`src/rtl/hsfd_pkg.sv`:
```
`default_nettype none
package hsfd_pkg;

   localparam logic [7:0] CRC_POLY = 8'h31;
   localparam logic [7:0] CRC_INIT = 8'hFF;

   localparam int TEMP_SCALE  = 17500;
   localparam int HUM_SCALE   = 10000;
   localparam int TEMP_OFFSET = 4500;

   // completed reply handed from the frame tracker to the scaler
   typedef struct packed {
      logic        kind;
      logic        mismatch;
      logic [15:0] first_word;
      logic [15:0] second_word;
   } rec_type;

   // decoded result
   typedef struct packed {
      logic               kind;
      logic               status;
      logic signed [14:0] temperature_centi;
      logic [13:0]        humidity_centi;
      logic [15:0]        device_id;
   } res_type;

   // CRC-8, MSB first, no reflection, no final xor
   function automatic logic [7:0] crc8_byte(input logic [7:0] crc, input logic [7:0] b);
      logic [7:0] c;
      c = crc ^ b;
      for (int i = 0; i < 8; i++) begin
         if (c[7]) begin
            c = {c[6:0], 1'b0} ^ CRC_POLY;
         end else begin
            c = {c[6:0], 1'b0};
         end
      end
      return c;
   endfunction

endpackage
`default_nettype wire

```
`src/rtl/hsfd_frame.sv`:
```
`default_nettype none
module hsfd_frame
   import hsfd_pkg::*;
(
   input  wire logic       clock,
   input  wire logic       reset,
   input  wire logic       byte_valid,
   output logic            byte_ready,
   input  wire logic       command,
   input  wire logic [7:0] data_byte,
   input  wire logic       frame_start,
   output logic            rec_valid,
   input  wire logic       rec_ready,
   output rec_type         rec
);

   localparam logic [2:0] POS_W1_HI   = 3'd0;
   localparam logic [2:0] POS_W1_LO   = 3'd1;
   localparam logic [2:0] POS_CRC1    = 3'd2;
   localparam logic [2:0] POS_W2_HI   = 3'd3;
   localparam logic [2:0] POS_W2_LO   = 3'd4;
   localparam logic [2:0] POS_CRC2    = 3'd5;
   localparam logic [2:0] POS_LAST_ID = POS_CRC1;
   localparam logic [2:0] POS_LAST_MS = POS_CRC2;

   logic [7:0]  crc_ff, crc_in;
   logic [2:0]  pos_ff, pos_in;
   logic        kind_ff, kind_in;
   logic        mis_ff, mis_in;
   logic [15:0] word1_ff, word1_in;
   logic [15:0] word2_ff, word2_in;
   logic        rec_valid_ff, rec_valid_in;
   rec_type     rec_ff, rec_in;

   logic        accept;
   logic        restart;
   logic [2:0]  cur_pos;
   logic [7:0]  cur_crc;
   logic        done;

   assign byte_ready = !rec_valid_ff || rec_ready;
   assign accept     = byte_valid && byte_ready;
   assign rec_valid  = rec_valid_ff;
   assign rec        = rec_ff;

   always_comb begin
      restart  = frame_start || (pos_ff == POS_W1_HI) || (pos_ff > POS_CRC2);
      cur_pos  = restart ? POS_W1_HI : pos_ff;
      cur_crc  = restart ? CRC_INIT : crc_ff;
      mis_in   = restart ? 1'b0 : mis_ff;
      kind_in  = restart ? command : kind_ff;
      crc_in   = crc8_byte(cur_crc, data_byte);
      word1_in = word1_ff;
      word2_in = word2_ff;
      unique case (cur_pos)
         POS_W1_HI: word1_in[15:8] = data_byte;
         POS_W1_LO: word1_in[7:0]  = data_byte;
         POS_W2_HI: word2_in[15:8] = data_byte;
         POS_W2_LO: word2_in[7:0]  = data_byte;
         POS_CRC1, POS_CRC2: begin
            if (cur_crc != data_byte) begin
               mis_in = 1'b1;
            end
            crc_in = CRC_INIT;
         end
         default: ;
      endcase
      done   = cur_pos == (kind_in ? POS_LAST_ID : POS_LAST_MS);
      pos_in = done ? POS_W1_HI : cur_pos + 3'd1;

      rec_in.kind        = kind_in;
      rec_in.mismatch    = mis_in;
      rec_in.first_word  = word1_in;
      rec_in.second_word = word2_in;

      rec_valid_in = rec_valid_ff && !rec_ready;
      if (accept && done) begin
         rec_valid_in = 1'b1;
      end
   end

   always_ff @(posedge clock) begin
      if (reset) begin
         crc_ff       <= CRC_INIT;
         pos_ff       <= POS_W1_HI;
         kind_ff      <= 1'b0;
         mis_ff       <= 1'b0;
         word1_ff     <= '0;
         word2_ff     <= '0;
         rec_valid_ff <= 1'b0;
      end else begin
         rec_valid_ff <= rec_valid_in;
         if (accept) begin
            crc_ff   <= crc_in;
            pos_ff   <= pos_in;
            kind_ff  <= kind_in;
            mis_ff   <= mis_in;
            word1_ff <= word1_in;
            word2_ff <= word2_in;
         end
      end
   end

   always_ff @(posedge clock) begin
      if (accept && done) begin
         rec_ff <= rec_in;
      end
   end

endmodule
`default_nettype wire

```
`src/rtl/hsfd_scale.sv`:
```
`default_nettype none
module hsfd_scale
   import hsfd_pkg::*;
(
   input  wire logic    clock,
   input  wire logic    reset,
   input  wire logic    rec_valid,
   output logic         rec_ready,
   input  wire rec_type rec,
   output logic         res_valid,
   input  wire logic    res_ready,
   output res_type      res
);

   // floor(x / 65535) for x below 2^31: one correction step is enough
   function automatic logic [14:0] div65535(input logic [30:0] x);
      logic [14:0] q0;
      logic [16:0] r0;
      q0 = x[30:16];
      r0 = {1'b0, x[15:0]} + {2'b00, q0};
      return (r0 >= 17'd65535) ? q0 + 15'd1 : q0;
   endfunction

   logic        mul_valid_ff, mul_valid_in;
   logic        mul_kind_ff;
   logic        mul_mis_ff;
   logic [15:0] mul_word_ff;
   logic [30:0] mul_t_ff;
   logic [30:0] mul_h_ff;
   logic        res_valid_ff, res_valid_in;
   res_type     res_ff, res_in;

   logic        mul_ready;
   logic        out_ready;
   logic        mul_load;
   logic        out_load;
   logic [14:0] q_t;
   logic [14:0] q_h;

   assign out_ready = !res_valid_ff || res_ready;
   assign mul_ready = !mul_valid_ff || out_ready;
   assign rec_ready = mul_ready;
   assign mul_load  = rec_valid && mul_ready;
   assign out_load  = mul_valid_ff && out_ready;
   assign res_valid = res_valid_ff;
   assign res       = res_ff;

   always_comb begin
      q_t = div65535(mul_t_ff);
      q_h = div65535(mul_h_ff);

      res_in.kind              = mul_kind_ff;
      res_in.status            = mul_mis_ff;
      res_in.temperature_centi = '0;
      res_in.humidity_centi    = '0;
      res_in.device_id         = '0;
      if (!mul_mis_ff) begin
         if (mul_kind_ff) begin
            res_in.device_id = mul_word_ff;
         end else begin
            res_in.temperature_centi = $signed(q_t - 15'(TEMP_OFFSET));
            res_in.humidity_centi    = q_h[13:0];
         end
      end

      mul_valid_in = mul_load || (mul_valid_ff && !out_ready);
      res_valid_in = out_load || (res_valid_ff && !res_ready);
   end

   always_ff @(posedge clock) begin
      if (reset) begin
         mul_valid_ff <= 1'b0;
         res_valid_ff <= 1'b0;
      end else begin
         mul_valid_ff <= mul_valid_in;
         res_valid_ff <= res_valid_in;
      end
   end

   always_ff @(posedge clock) begin
      if (mul_load) begin
         mul_kind_ff <= rec.kind;
         mul_mis_ff  <= rec.mismatch;
         mul_word_ff <= rec.first_word;
         mul_t_ff    <= 31'(rec.first_word) * 31'(TEMP_SCALE);
         mul_h_ff    <= 31'(rec.second_word) * 31'(HUM_SCALE);
      end
      if (out_load) begin
         res_ff <= res_in;
      end
   end

endmodule
`default_nettype wire

```
`src/rtl/humidity_sensor_frame_decoder.sv`:
```
`default_nettype none
// Sensor reply decoder. Takes one reply byte per cycle on req_ while
// req_tready is high and checks the CRC-8 (poly 0x31, init 0xFF) of every
// word on the fly. A measurement reply is six bytes, an ID reply three;
// req_tuser[1] marks the first byte of a reply and drops any partial one.
// After the last byte the result passes through the frame, multiply and
// output registers to rsp_; the per-byte CRC is unrolled, so the byte rate
// is one per cycle while req_tready is high, with no gaps between replies.
// Temperature and humidity come out in hundredths, scaled by a multiply and
// an exact divide by 65535. On a CRC mismatch status is set and all values
// read zero. A stalled rsp_ side fills all three registers before req_tready drops.
module humidity_sensor_frame_decoder
   import hsfd_pkg::*;
(
   input  wire logic        clock,
   input  wire logic        reset,
   input  wire logic        req_tvalid,
   output logic             req_tready,
   input  wire logic [7:0]  req_tdata,   // data_byte[7:0]
   input  wire logic [1:0]  req_tuser,   // command[0], frame_start[1]
   output logic             rsp_tvalid,
   input  wire logic        rsp_tready,
   output logic [47:0]      rsp_tdata,   // status[0], temperature_centi[15:1],
                                         // humidity_centi[29:16], device_id[45:30], zero[47:46]
   output logic             rsp_tuser    // reply_kind
);

   logic    rec_valid;
   logic    rec_ready;
   rec_type rec;
   res_type res;

   hsfd_frame u_frame (
      .clock       (clock),
      .reset       (reset),
      .byte_valid  (req_tvalid),
      .byte_ready  (req_tready),
      .command     (req_tuser[0]),
      .data_byte   (req_tdata),
      .frame_start (req_tuser[1]),
      .rec_valid   (rec_valid),
      .rec_ready   (rec_ready),
      .rec         (rec)
   );

   hsfd_scale u_scale (
      .clock     (clock),
      .reset     (reset),
      .rec_valid (rec_valid),
      .rec_ready (rec_ready),
      .rec       (rec),
      .res_valid (rsp_tvalid),
      .res_ready (rsp_tready),
      .res       (res)
   );

   assign rsp_tuser = res.kind;
   assign rsp_tdata = {2'b00, res.device_id, res.humidity_centi,
                       res.temperature_centi, res.status};

endmodule
`default_nettype wire
```
`config.mk`:
```
export PLATFORM = sky130hd
export DESIGN_NAME = humidity_sensor_frame_decoder
export DESIGN_NICKNAME = d
export VERILOG_FILES = /design/src/rtl/hsfd_pkg.sv /design/src/rtl/hsfd_frame.sv /design/src/rtl/hsfd_scale.sv /design/src/rtl/humidity_sensor_frame_decoder.sv
export SDC_FILE = /design/constraint.sdc
export NUM_CORES = 1
export LEC_CHECK = 0
export BUFFER_PORTS_ARGS = -buffer_cell sky130_fd_sc_hd__buf_2
export CAP_MARGIN = 30
export CORE_MARGIN = 2
export CORE_UTILIZATION = 40
export DETAILED_ROUTE_END_ITERATION = 7
export SLEW_MARGIN = 5
export SYNTH_ARGS = -nofsm -noshare
export SYNTH_HDL_FRONTEND = slang
export SYNTH_SLANG_ARGS = --single-unit
export TNS_END_PERCENT = 50
```
`constraint.sdc`:
```
create_clock -name clock -period 22.3 [get_ports clock]
set_input_delay 4.46 -clock clock [delete_from_list [all_inputs] [get_ports clock]]
set_output_delay 4.46 -clock clock [all_outputs]
set_load 0.05 [all_outputs]
```
# After elaboration in Yosys (flattened, before gate mapping)
# Index checks and enable logic that the tools add are counted.
# op_classes
mul,2
n_reduce_logical,25
n_addsub,6
n_bitwise,10
n_eq_ne,7
order_cmp,3
mux,24
# op_table
op,n
$mux 6,8
$mux 8,6
$ge 17x16->1 const B,2
$mul 16x13->29 const B,1
$mul 16x10->26 const B,1
$not 3->3,8
$add 16x14->17,1
$add 16x15->17,1
$add 15x1->15 const B,1
$mux 15,1
$sub 15x13->15 const B,1
$add 14x1->14 const B,1
$mux 14,1
$mux 3,3
$ne 8x8->1,1
$xor 8x8->8,1
$logic_and 1x1->1,7
$logic_or 1x1->1,7
$eq 3x2->1 const B,2
$eq 3x3->1 const B,2
$logic_not 1->1,6
$logic_not 3->1,2
$reduce_or 2->1,3
$mux 1,5
5 further kinds,5
# word_totals
input_bits,14
register_bits,202
word_cells,100
out_inout_bits,51

# Depth between registers and ports, before layout
# depth
depth_word,22
ltp_mapped,22

# Hierarchy
# From an unflattened synthesis, not the netlist that was laid out.
# hier_totals
cells_unflattened,1474
area_unflattened_um2,15344.7
# modules_own_cells
module,instances,area_each_um2,cells_per_inst
hsfd_scale,1,11807.6,1142
hsfd_frame,1,3518.4,329
humidity_sensor_frame_decoder,1,18.8,3

# Least setup slack after synthesis
# Ideal clock, no wire load.
# synth_path
path_kind,input to register
start,in rsp_tready
end,"reg u_scale.mul_h_ff[10], enable pin"
path_stages,2
arrival_ns,9.780
n_path_buf,0
required_ns,21.688
slack_ns,11.908
cell_sequence,nor2b_1 > a21boi_0
# synth_between
elab_chain_len,3
# synth_rtl
element,line_no,source
from (decl),humidity_sensor_frame_decoder.sv:22,"input wire logic rsp_tready,"
$logic_or 1x1->1,hsfd_scale.sv:40,assign out_ready = !res_valid_ff || res_ready;
$logic_or 1x1->1,hsfd_scale.sv:41,assign mul_ready = !mul_valid_ff || out_ready;
$logic_and 1x1->1,hsfd_scale.sv:43,assign mul_load = rec_valid && mul_ready;
net u_scale.mul_load,hsfd_scale.sv:35,logic mul_load;
to (signal assigned),hsfd_scale.sv:86,mul_h_ff <= 31'(rec.second_word) * 31'(HUM_SCALE);
to (decl),hsfd_scale.sv:29,logic [30:0] mul_h_ff;
# The timed path passes the listed nets, and every way through them passes these cells.
# A chain may end at the register's enable or synchronous reset.

# Worst setup path after layout
# layout_path
start,in rsp_tready
end,out req_tready
# layout_between
elab_chain_len,3
# layout_rtl
element,line_no,source
$logic_or 1x1->1,hsfd_scale.sv:40,
$logic_or 1x1->1,hsfd_scale.sv:41,
$logic_or 1x1->1,hsfd_frame.sv:41,assign byte_ready = !rec_valid_ff || rec_ready;
to (decl),humidity_sensor_frame_decoder.sv:18,"output logic req_tready,"
# Every way passes these cells.

==> metrics <==
status=complete, no violations; critical path peak fanout=5; FF+latch count, synth=about 200; synthesis-to-layout area growth=10.9%; Max Fclk=~100 MHz; Hold Buf Count CTS=0; width of the die=between 150 and 200 um; post-DR vias/cell=just under 5; hpwl dp=between 20,000 and 25,000 um; postcts setup bufs=0; slew of the pin with the lowest slew margin=slightly above 0.9 ns; Inserted Diodes=0; RSZ-0062 raised after global routing=no; Resize count post-CTS=0; clk root buf=clkbuf_16; commonest cells after routing, fill and taps aside=inv_1 (240), ha_1 (198), edfxtp_1 (153); DRT Pass-1 Iters=5; Mean Syn Cell Area=between 10 and 15 um2; largest net degree at the start of global routing=73; routability cong.=0.837; CTS tree=done; fin util=between 40 and 50%; fin. max-slew vios=0; grt ovf=0; DR iter-0 viols=a little under 500; Starting Density=about two fifths; Hold Path Class=register to register; WL/cell=approximately 15 um; Post-Route WL=31,500 um; # rows=71; DRC errors left=0; CP Launch Type=input port; Arrival @ worst endpoint=~5.5 ns; vias in the first global route=about 9,900; Power, Total=840 uW; final instance area=16,800 um2; DR vias=slightly above 10,000; Post-synth EDFFs=between 150 and 200; CTS buffer count=24; Synth cell types=77; Clock Sink Count=approximately 200; Cell Area, Placed=roughly 16,000 um2; first-pass GRT wire length=51,100 um; I/O pin total=65; max_slew headroom=39.7%; die height=199 um; final worst-path cycle share=between 40% and 50%; initial antenna violation count=1; Max clock buf depth=3; Seq/Total Area, Yosys=a little over a third; Syn Inst Count=1,458; VDD IR-drop max=between 0.00004 and 0.00005 V; leakage power=roughly 7.5 nW; PwrDens=49.9 nW/um2; FFs w/ async S/R, synth=0%; Post-Syn Area=approximately 15,000 um2; Nets=between 1,500 and 2,000; Worst Path Required=between 15 and 20 ns; minimum clock period=about 9.9 ns; clock latency on the worst-skew pair=between 0.5 and 0.6 ns; Core ar.=37,500 um2; antenna-violating nets left=0; Yosys Warn Count=0; number of max-cap violations=0; skew final=between 0.01 and 0.015 ns; htree depth=1; Worst setup EP type=primary output; fillers=3,615; die area=39,500 um2; most used flip-flop cell after synthesis=edfxtp_1; Crit Path Category=input port to primary output; commonest non-fill, non-tap cell in the layout=inv_1; fraction of layout instances using a drive strength above 1=10.6%; CTS clk-pin slew, worst paths=around 0.060 ns; Final setup viols=0; port bufs=62; Final Hold Violating Endpoints=0; GRT Total Usage=16.3%; setup_tns=0 ns
-- worst max-delay path: stages --
cell and delay (ns):
buf_2 0.09, nor2b_1 0.43, nand3_1 0.22, buf_2 0.26
-- power by group --
group          internal, mW  total, mW  switching, mW
logic                0.0253     0.0575         0.0323
registers             0.406      0.410        0.00436
clock network         0.217      0.373          0.156
total                 0.648      0.840          0.193
-- cell type report --
cell class	count	area [um2]	share of cell area (%)
Multi-Input combinational cell	983	8600	51.1
Inverter	240	901	5.35
Sequential cell	201	5560	33.0
Clock buffer	28	637	3.78
Tap cell	511	639	3.80
Clock inverter	16	113	0.669
Timing Repair Buffer	70	390	2.32
-- synthesized netlist by cell type, types with 3 or more instances --
master / number / area [um2]
mux2_2: 35 / 394
o21ai_0: 24 / 120
dfxtp_1: 48 / 961
or2_2: 4 / 25.0
a31oi_1: 5 / 31.3
a21oi_1: 54 / 270
nand3_1: 24 / 120
and3_1: 13 / 81.3
clkbuf_1: 27 / 101
nor2_1: 140 / 526
mux2i_1: 5 / 50.1
a21bo_2: 3 / 30.0
edfxtp_1: 153 / 4590
nor3_1: 47 / 235
ha_1: 198 / 2480
o22ai_1: 9 / 56.3
nor2b_1: 10 / 62.6
nand2_1: 51 / 191
a21o_1: 16 / 120
nand2b_1: 14 / 87.6
and2_1: 24 / 150
o2111ai_1: 3 / 26.3
buf_4: 3 / 22.5
a211o_1: 3 / 26.3
fa_1: 82 / 1640
a211oi_1: 11 / 82.6
a21boi_0: 3 / 22.5
inv_1: 240 / 901
xnor2_1: 65 / 569
buf_1: 3 / 11.3
or4_1: 4 / 30.0
o211ai_1: 3 / 22.5
o21a_1: 11 / 82.6
or3_1: 4 / 25.0
nand4_1: 13 / 81.3
nor4_1: 4 / 25.0
o21bai_1: 7 / 52.6
o31ai_1: 5 / 37.5
o41ai_1: 4 / 35.0
xor2_1: 36 / 315
-- sequential cells by signal (all words and copies together) (netlist names), 3 cells and up --
| name | cells |
|---|---|
| u_frame.rec | 34 |
| u_frame.pos_ff | 3 |
| u_scale.mul_word_ff | 16 |
| u_scale.mul_t_ff | 28 |
| u_frame.crc_ff | 8 |
| u_frame.word1_ff | 16 |
| u_scale.mul_h_ff | 26 |
| u_frame.word2_ff | 16 |
| u_scale.res | 47 |
-- logic make-up after synthesis --
family                   after synthesis  synth area share [%]
AND/OR/NAND/NOR                      364                  11.5
adder cells (fa/ha/maj)              280                  27.1
buffers and inverters                275                  6.93
flip-flops                           201                  36.6
AO/OA/AOI/OAI                        196                  9.07
XOR/XNOR                             101                  5.83
multiplexers                          40                  2.93
other                                  1                0.0247
-- metal layers --
layer	vias to the layer above	wire, um	GRT usage (%)
met5	-	0	0
li1	5099	-	-
met1	4848	15700	23.4
met2	167	14100	26.4
met3	41	990	1.53
met4	0	683	4.06
-- per-stage QoR --
stage	setup WS, ns	std cells	hold WS (ns)
6_report	12.37	2049	0.454
5_1_grt	12.27	2049	0.473
4_1_cts	12.36	2048	0.457
3_5_place_dp	12.36	2004	0.448
3_3_place_gp	12.40	2003	0.439
2_1_floorplan	11.91	1459	0.400
-- path summary, 6_finish.rpt --
path | startpoint | endpoint | slack [ns] | cells past startpoint
max | rsp_tready | req_tready | 12.37 | 4
min | u_frame.word2_ff[11]$_SDFFE_PP0P_ | u_frame.word2_ff[11]$_SDFFE_PP0P_ | 0.45 | 2
max reg2reg | u_frame.rec[19]$_DFFE_PP_ | u_scale.mul_t_ff[28]$_DFFE_PP_ | 16.21 | 22
min reg2reg | u_frame.word2_ff[11]$_SDFFE_PP0P_ | u_frame.word2_ff[11]$_SDFFE_PP0P_ | 0.45 | 2
No activity file was read; power rests on OpenSTA's default activity.
